===== config.mk =====
export PLATFORM = sky130hd
export DESIGN_NAME = srtl_ctrl
export DESIGN_NICKNAME = d
export VERILOG_FILES = /design/src/srtl_pkg.sv /design/src/srtl_ctrl.sv
export SDC_FILE = /design/constraint.sdc
export NUM_CORES = 1
export LEC_CHECK = 0
export ABC_AREA = 1
export BUFFER_PORTS_ARGS = -buffer_cell sky130_fd_sc_hd__clkbuf_2
export CAP_MARGIN = 20
export CORE_ASPECT_RATIO = 0.6
export CORE_MARGIN = 1
export CORE_UTILIZATION = 35
export CTS_CLUSTER_SIZE = 16
export DETAILED_ROUTE_END_ITERATION = 6
export GPL_ROUTABILITY_DRIVEN = 0
export PLACE_DENSITY = 0.53
export SLEW_MARGIN = 20
export SYNTH_ARGS = -nofsm -noshare
export SYNTH_HDL_FRONTEND = slang
export SYNTH_SLANG_ARGS = --single-unit
export TNS_END_PERCENT = 30

===== constraint.sdc =====
create_clock -name clk -period 9.8 [get_ports clk]
set_input_delay 0.98 -clock clk [delete_from_list [all_inputs] [get_ports clk]]
set_output_delay 0.98 -clock clk [all_outputs]
set_load 0.03 [all_outputs]

===== src/srtl_pkg.sv =====
// ----------------------------------------------------------------------------
// srtl_pkg
// Types, codes and helpers shared by the sorted range table lookup unit.
// ----------------------------------------------------------------------------
`timescale 1ns / 1ps

package srtl_pkg;

  // Request opcodes.
  localparam logic [1:0] OP_CLEAR  = 2'd0;
  localparam logic [1:0] OP_LOAD   = 2'd1;
  localparam logic [1:0] OP_LOOKUP = 2'd2;

  // Response status codes.
  localparam logic [1:0] ST_OK        = 2'd0;
  localparam logic [1:0] ST_SKIPPED   = 2'd1;
  localparam logic [1:0] ST_FULL      = 2'd2;
  localparam logic [1:0] ST_NOT_FOUND = 2'd3;

  typedef struct packed {
    logic [1:0]  opcode;
    logic [63:0] range_base;
    logic [31:0] range_size;
    logic        is_text;
    logic [63:0] lookup_address;
  } req_t;

  typedef struct packed {
    logic [1:0] status;
    logic [9:0] found_index;
  } rsp_t;

  typedef struct packed {
    logic [63:0] base;
    logic [31:0] size;
  } entry_t;

  typedef enum logic [2:0] {
    S_IDLE,
    S_SEARCH,
    S_CMP,
    S_CHECK,
    S_SHIFT,
    S_SHIFT_LAST,
    S_INSERT,
    S_RESP
  } state_t;

  // True when addr lies at or beyond base + size. The end carries into a
  // 65th bit, so a range that reaches past the top never wraps.
  function automatic logic at_or_past_end(input logic [63:0] addr,
                                          input entry_t      ent);
    logic [64:0] end_sum;
    end_sum = {1'b0, ent.base} + {33'b0, ent.size};
    return {1'b0, addr} >= end_sum;
  endfunction

endpackage


===== src/srtl_ctrl.sv =====
// ----------------------------------------------------------------------------
// srtl_ctrl
// Sequencer: binary search over the table memory, insertion sweep for loads,
// final range check for lookups.
// ----------------------------------------------------------------------------
`timescale 1ns / 1ps

module srtl_ctrl #(
  parameter int TABLE_DEPTH = 1024,
  parameter int IW          = 10,
  parameter int CW          = 11
) (
  input  logic             clk,
  input  logic             rst,
  input  logic             req_valid,
  output logic             req_stall,
  input  srtl_pkg::req_t   req,
  input  logic             slot_free,
  output logic             res_load,
  output srtl_pkg::rsp_t   res,
  output logic             mem_rd_en,
  output logic [IW-1:0]    mem_rd_addr,
  input  srtl_pkg::entry_t mem_rd_data,
  output logic             mem_wr_en,
  output logic [IW-1:0]    mem_wr_addr,
  output srtl_pkg::entry_t mem_wr_data
);
  import srtl_pkg::*;

  state_t        state, state_next;
  req_t          item, item_next;
  logic [CW-1:0] count, count_next;
  logic [CW-1:0] lo, lo_next;
  logic [CW-1:0] hi, hi_next;
  logic [CW-1:0] mid, mid_next;
  logic [CW-1:0] ptr, ptr_next;
  logic [IW-1:0] waddr, waddr_next;
  logic          wpend, wpend_next;
  rsp_t          result, result_next;
  logic [CW-1:0] mid_calc;
  logic          go_right;

  assign res = result;

  always_comb begin
    state_next  = state;
    item_next   = item;
    count_next  = count;
    lo_next     = lo;
    hi_next     = hi;
    mid_next    = mid;
    ptr_next    = ptr;
    waddr_next  = waddr;
    wpend_next  = wpend;
    result_next = result;
    req_stall   = (state != S_IDLE);
    res_load    = 1'b0;
    mem_rd_en   = 1'b0;
    mem_rd_addr = IW'(mid);
    mem_wr_en   = 1'b0;
    mem_wr_addr = waddr;
    mem_wr_data = mem_rd_data;
    mid_calc    = lo + ((hi - lo) >> 1);
    go_right    = 1'b0;

    unique case (state)
      S_IDLE: begin
        if (req_valid) begin
          item_next   = req;
          lo_next     = '0;
          hi_next     = count;
          result_next = '{status: ST_OK, found_index: '0};
          unique case (req.opcode)
            OP_CLEAR: begin
              count_next = '0;
              state_next = S_RESP;
            end
            OP_LOAD: begin
              // The skip check takes precedence over the full check.
              if (!req.is_text || (req.range_size == 32'd0)) begin
                result_next.status = ST_SKIPPED;
                state_next         = S_RESP;
              end else if (count == CW'(TABLE_DEPTH)) begin
                result_next.status = ST_FULL;
                state_next         = S_RESP;
              end else begin
                state_next = S_SEARCH;
              end
            end
            OP_LOOKUP: begin
              state_next = S_SEARCH;
            end
            default: begin
              result_next.status = ST_SKIPPED;
              state_next         = S_RESP;
            end
          endcase
        end
      end

      S_SEARCH: begin
        if (lo < hi) begin
          mem_rd_en   = 1'b1;
          mem_rd_addr = IW'(mid_calc);
          mid_next    = mid_calc;
          state_next  = S_CMP;
        end else if (item.opcode == OP_LOAD) begin
          if (lo < count) begin
            ptr_next   = count - 1'b1;
            wpend_next = 1'b0;
            state_next = S_SHIFT;
          end else begin
            state_next = S_INSERT;
          end
        end else if (lo < count) begin
          mem_rd_en   = 1'b1;
          mem_rd_addr = IW'(lo);
          state_next  = S_CHECK;
        end else begin
          result_next.status = ST_NOT_FOUND;
          state_next         = S_RESP;
        end
      end

      S_CMP: begin
        // Loads look for the first base strictly above the new one; lookups
        // look for the first range whose end lies above the address.
        if (item.opcode == OP_LOAD) begin
          go_right = (mem_rd_data.base <= item.range_base);
        end else begin
          go_right = at_or_past_end(item.lookup_address, mem_rd_data);
        end
        if (go_right) begin
          lo_next = mid + 1'b1;
        end else begin
          hi_next = mid;
        end
        state_next = S_SEARCH;
      end

      S_CHECK: begin
        if ((item.lookup_address >= mem_rd_data.base) &&
            !at_or_past_end(item.lookup_address, mem_rd_data)) begin
          result_next.found_index = 10'(lo);
        end else begin
          result_next.status = ST_NOT_FOUND;
        end
        state_next = S_RESP;
      end

      S_SHIFT: begin
        // Walk down from the last entry; each word read here is written one
        // slot higher in the next cycle.
        mem_rd_en   = 1'b1;
        mem_rd_addr = IW'(ptr);
        mem_wr_en   = wpend;
        waddr_next  = IW'(ptr + 1'b1);
        wpend_next  = 1'b1;
        if (ptr == lo) begin
          state_next = S_SHIFT_LAST;
        end else begin
          ptr_next = ptr - 1'b1;
        end
      end

      S_SHIFT_LAST: begin
        mem_wr_en  = 1'b1;
        state_next = S_INSERT;
      end

      S_INSERT: begin
        mem_wr_en   = 1'b1;
        mem_wr_addr = IW'(lo);
        mem_wr_data = '{base: item.range_base, size: item.range_size};
        count_next  = count + 1'b1;
        state_next  = S_RESP;
      end

      S_RESP: begin
        if (slot_free) begin
          res_load   = 1'b1;
          state_next = S_IDLE;
        end
      end

      default: begin
        state_next = S_IDLE;
      end
    endcase
  end

  always_ff @(posedge clk) begin
    if (rst) begin
      state <= S_IDLE;
      count <= '0;
      wpend <= 1'b0;
    end else begin
      state <= state_next;
      count <= count_next;
      wpend <= wpend_next;
    end
  end

  always_ff @(posedge clk) begin
    item   <= item_next;
    lo     <= lo_next;
    hi     <= hi_next;
    mid    <= mid_next;
    ptr    <= ptr_next;
    waddr  <= waddr_next;
    result <= result_next;
  end

endmodule


### After elaboration in Yosys (flattened, before gate mapping)

Index checks and enable logic that the tools add are counted.

| storage, ports and cells | value |
|---|---|
| output and inout port bits | 132 |
| flip-flop bits (word level) | 243 |
| word-level logic and storage cells | 134 |

| operators by class | value |
|---|---|
| eq/ne operators | 26 |
| reductions and logical operators | 26 |
| $lt $le $gt $ge | 5 |
| multiplexer cells | 55 |
| $add $sub $neg | 8 |

Operator list:

| kind | number |
|---|---|
| 11-bit two-way mux | 10 |
| 96-bit two-way mux | 1 |
| 11-bit one-hot mux with 2 select lines | 4 |
| 64-bit by 32-bit adder with 65-bit output | 1 |
| 64-bit by 65-bit greater-or-equal comparator with 1-bit output | 1 |
| 64-bit greater-or-equal comparator | 1 |
| 64-bit <= comparator | 1 |
| 10-bit two-way mux | 5 |
| 10-bit one-hot mux with 2 select lines | 2 |
| 32-bit logical NOT | 1 |
| 2-bit inequality test (second input constant) | 13 |
| 3-bit two-way mux | 8 |
| 11-bit by 1-bit adder with 11-bit output (second input constant) | 2 |
| 11-bit < comparator | 2 |
| 11-bit by 1-bit subtractor with 11-bit output (second input constant) | 2 |
| 3-bit one-hot mux with 7 select lines | 1 |
| 3-bit AND reduction | 5 |
| 2-bit two-way mux | 7 |
| 3-bit == test (second input constant) | 4 |
| 12-bit two-way mux | 1 |
| 11-bit by 10-bit adder with 11-bit output | 1 |
| 11-bit == test | 1 |
| 11-bit == test (second input constant) | 1 |
| 11-bit subtractor | 1 |
| other kinds (23) | 44 |

### Logic depth before layout (Yosys ltp)

| logic depth | value |
|---|---|
| depth after elaboration | 6 |
| depth in mapped cells | 33 |
| mapped depth without buffers | 33 |

### Least setup slack after synthesis

No wires, ideal clock.

| path | value |
|---|---|
| kind | in2reg |
| start point | input req_valid |
| end point | register lo[0], enable pin |
| stages on the path | 4 |
| path slack | 0.737 ns |
| required time | 9.434 ns |
| data arrival time | 8.696 ns |
| path buffers | 0 |
| cell sequence | inv_1 nor2_1 inv_1 nand2_1 |

| between the ends | value |
|---|---|
| word-level cells in the longest chain between the ends | 2 |

Ends and longest elaborated chain:

| element | RTL line | text |
|---|---|---|
| start: declaration | srtl_ctrl.sv:15 | `input logic req_valid,` |
| 2-bit inequality test (no line) | n/a |  |
| 3-bit AND reduction (no line) | n/a |  |
| end signal: assignment | srtl_ctrl.sv:206 | `lo <= lo_next;` |
| end: declaration | srtl_ctrl.sv:33 | `logic [CW-1:0] lo, lo_next;` |

Every way passes these cells.
A chain may end at the register's enable or synchronous reset.

### Worst setup path after layout

| path | value |
|---|---|
| start point | input mem_rd_data[38] in the netlist's numbering |
| end point | register hi[8], enable pin |

| between the ends | value |
|---|---|
| word-level cells in the longest chain between the ends | 6 |
| elaborated cells on any way between the ends | 7 |
| classes of those cells | 1 x add/sub; 2 x order compare; 1 x eq/ne; 2 x mux; 1 x reduce/logical |

Ends and longest elaborated chain:

| element | RTL line | text |
|---|---|---|
| start: declaration | srtl_ctrl.sv:23 | `input srtl_pkg::entry_t mem_rd_data,` |
| 64-bit by 32-bit adder with 65-bit output | srtl_pkg.sv:54 | `end_sum = {1'b0, ent.base} + {33'b0, ent.size};` |
| 64-bit by 65-bit greater-or-equal comparator with 1-bit output | srtl_pkg.sv:55 | `return {1'b0, addr} >= end_sum;` |
| 1-bit two-way mux * | srtl_ctrl.sv:128 | `if (item.opcode == OP_LOAD) begin` |
| 1-bit two-way mux * | srtl_ctrl.sv:66 | `unique case (state)` |
| 2-bit inequality test (no line) * | n/a |  |
| 3-bit AND reduction (no line) * | n/a |  |
| end signal: assignment | srtl_ctrl.sv:207 | `hi <= hi_next;` |
| end: declaration | srtl_ctrl.sv:34 | `logic [CW-1:0] hi, hi_next;` |

Every way passes the cells marked *; elsewhere a longest branch is shown, timed or not. The select of a mux whose other input is x is not followed.

==> impl_results.md <==
- Status: finished clean
- CTS Buf Count: 28
- Period Utilization, post-route: 60.8%
- Synth Area in Compound Gates: between 10% and 20%
- Worst-margin pin slew: roughly 1.2 ns
- Floorplan row count: 65
- Max Clock Freq: around 0.17 GHz
- DP HPWL: between 60 and 70 mm
- CP dominant cell by count: nand2_1
- Initial DRC Count: about 2000
- Post-synth top area share: between 30 and 40%
- Worst Skew: roughly 0.012 ns
- CP Class: in -> reg
- GR Util met3: ~6.0%
- Most numerous cell in the Yosys netlist: nand2_1
- Core area: about 53000 um^2
- Total global routing overflow: 0
- Initial antenna violation count: 5
- Sequential area share after synthesis: between 30% and 40%
- Drt wl/cell: about 21 um
- GR Util met1: 41.5%
- Setup WS post-layout: between 3 and 4 ns
- Drt total wl: 72.1 mm
- Vias in the first global route: 16900
- Post-synthesis mux area share: 0%
- CP peak stage delay: between 0.8 and 0.9 ns
- Worst EP required: roughly 10 ns
- Total Routing Usage GR: between 20% and 30%
- Hold_buf cts: 0
- VDD IR max: 0.000189 V
- Largest family of logic cells by synthesized area: simple AND/OR/NAND/NOR gates
- Clk sinks: ~240
- Synth Instances: 2321
- Post-route DRC violation count: 0
- Async S/R FF share, synth: 0%
- Xor/xnor share of the synthesized area: 4.65%
- Simple-gate share of the synthesized area: roughly a fifth
- DRT antenna net count: 0
- DR pass1 iterations: 5
- H-tree levels: 1
- Power per cell area: approximately 270 nW/um^2
- Number of enable flip-flop cells after synthesis: 228
- Largest net degree at the start of global routing: roughly 170
- Routed vias: between 15000 and 20000
- IO Port Bufs: 394
- Grt peak-use layer: met1
- Max-slew violations: 0
- Area Overhead vs Synth: 19.7%
- Leak: 0.0107 uW
- Relative slew slack: 22.9%
- Synth top cells by count: nand2_1 (520), inv_1 (331), ha_1 (260), edfxtp_1 (228), a21oi_1 (201)
- First-pass GRT wire length: between 100 and 150 mm
- Post-layout minimum cycle time: 5.96 ns
- RSZ-0062 raised after global routing: no
- # Max-Cap Violations: 0
- M2 GR Usage: about a third
- Die area: ~55000 um^2
- CTS Buffer Depth: 3
- Max stage delay cell, worst path: a21oi_1
- Internal: 3200 uW
- Setup TNS: 0 ns
- Flop pwr share: between 20% and 30%
- Layout cells sized above 1: between 15 and 20%
- Final core occ: between 40% and 50%
- Final Hold Fails: 0
- Ports: roughly 400
- Via-to-Cell Ratio: about 5.2
- Final setup viols: 0
- Die Ht: roughly 180 um
- Post-synth top area cell: edfxtp_1
- Register bit count reported by yosys: roughly 240
- Post-Place Cells: between 3000 and 4000
- Startpoint Class: primary input
- Hold crit path type: reg -> reg
- Synth Area in Adders: 17.4%
- Post-Syn Area: ~19000 um^2
- Final Power: around 6100 uW
- Fin nets: roughly 3200
- Die width: ~300 um
- Layout Cells excl Fill: between 3000 and 4000
- Post-CTS sizing: 0
- Setup bufs post-CTS: 0
- Syn_area_per_cell: roughly 8.2 um^2
- Top FF cell, synth: edfxtp_1
- Mapped Nets: approximately 2800
- Comb pwr share: 52.4%
- Post-synth cell types: 57
- Clock root cell: clkbuf_16
- Worst path arrival time: 6.16 ns
- Sw frac: between 40% and 50%
- Clock share of power: between 10% and 20%
- Worst setup EP type: flop
- Starting density of the core: 35.8%
- Worst-path maximum fanout: 11
- P_sw: 2940 uW
- Clk slew on worst S/H paths: ~0.060 ns
- Place WS: around 3.5 ns
- Worst-skew pair later-pin latency: 0.59 ns
- Synth warnings: 0
- CTS tree: yes
- Top cells by area, synth: edfxtp_1 (36%), ha_1 (17%), nand2_1 (10%)
-- flip-flops by register name (all words and copies together) (netlist names) --
register and cells:
res 12, hi 11, lo 11, count 11
state 3, waddr 10, ptr 11, wpend 1
item 162, mid 11
-- path summary, 6_finish.rpt --
| kind | start | endpoint | slack, ns | depth (start not counted) |
|---|---|---|---|---|
| worst min-delay path | wpend | wpend | 0.47 | 2 |
| worst min register to register | wpend | wpend | 0.47 | 2 |
| worst max register to register | lo[8] | res[10] | 5.36 | 13 |
| worst max-delay path | mem_rd_data[38] | hi[8] | 3.84 | 26 |
-- power groups by stage --
stage	Sequential (uW)	Clock [uW]	Combinational (uW)
final	1810	1110	3220
after global routing	1840	1170	3520
after floorplan	1800	0	2100
after CTS	1800	1140	3140
after global placement	1820	0	3060
after detailed placement	1820	0	3120
-- layer usage --
layer / share of wire (%) / vias to the layer above / wire length (um)
li1: - / 8721 / -
met1: 51 / 8397 / 36600
met2: 36 / 838 / 26200
met3: 9.9 / 110 / 7160
met4: 2.9 / 2 / 2070
met5: 0.022 / - / 16
-- final cells by class --
type,instances,area (um^2)
Fill cell,5339,30400
Multi-Input combinational cell,1704,10500
Sequential cell,243,7150
Timing Repair Buffer,398,2030
Inverter,342,1290
Tap cell,703,880
Clock buffer,32,737
Clock inverter,19,203
Antenna cell,4,10.0
-- kinds of logic after synthesis --
| kind of cell | after synthesis |
|---|---|
| XOR/XNOR | 101 |
| AND/OR/NAND/NOR | 889 |
| flip-flops | 243 |
| AO/OA/AOI/OAI | 451 |
| adder cells (fa/ha/maj) | 263 |
| buffers and inverters | 374 |
-- critical path, delay by kind of cell --
| kind | cells | cell delay [ns] |
|---|---|---|
| AND/OR/NAND/NOR | 17 | 2.11 |
| AO/OA/AOI/OAI | 5 | 2.09 |
| XOR/XNOR | 1 | 0.17 |
| buffers and inverters | 1 | 0.14 |
| adder cells (fa/ha/maj) | 2 | 0.67 |
-- cells in the final DEF (no fill, tap or decap), types with 15 or more instances in the layout --
| cell | instances |
|---|---|
| nor3_1 | 32 |
| o211ai_1 | 15 |
| nand3_1 | 61 |
| edfxtp_1 | 228 |
| clkbuf_2 | 394 |
| inv_1 | 331 |
| nor4_1 | 29 |
| clkbuf_16 | 29 |
| nand2_1 | 520 |
| a21oi_1 | 201 |
| xnor2_1 | 28 |
| ha_1 | 260 |
| nand4_1 | 29 |
| nor2_1 | 175 |
| o21ai_0 | 167 |
| dfxtp_1 | 15 |
| xor2_1 | 73 |
-- stage by stage --
stage	cell area (um^2)	hold slack (ns)
finish	22700	0.470
global route	22700	0.498
CTS	22700	0.468
detailed placement	21800	0.459
global placement	21800	0.464
floorplan	19000	0.432
(Power assumes the default switching activity.)
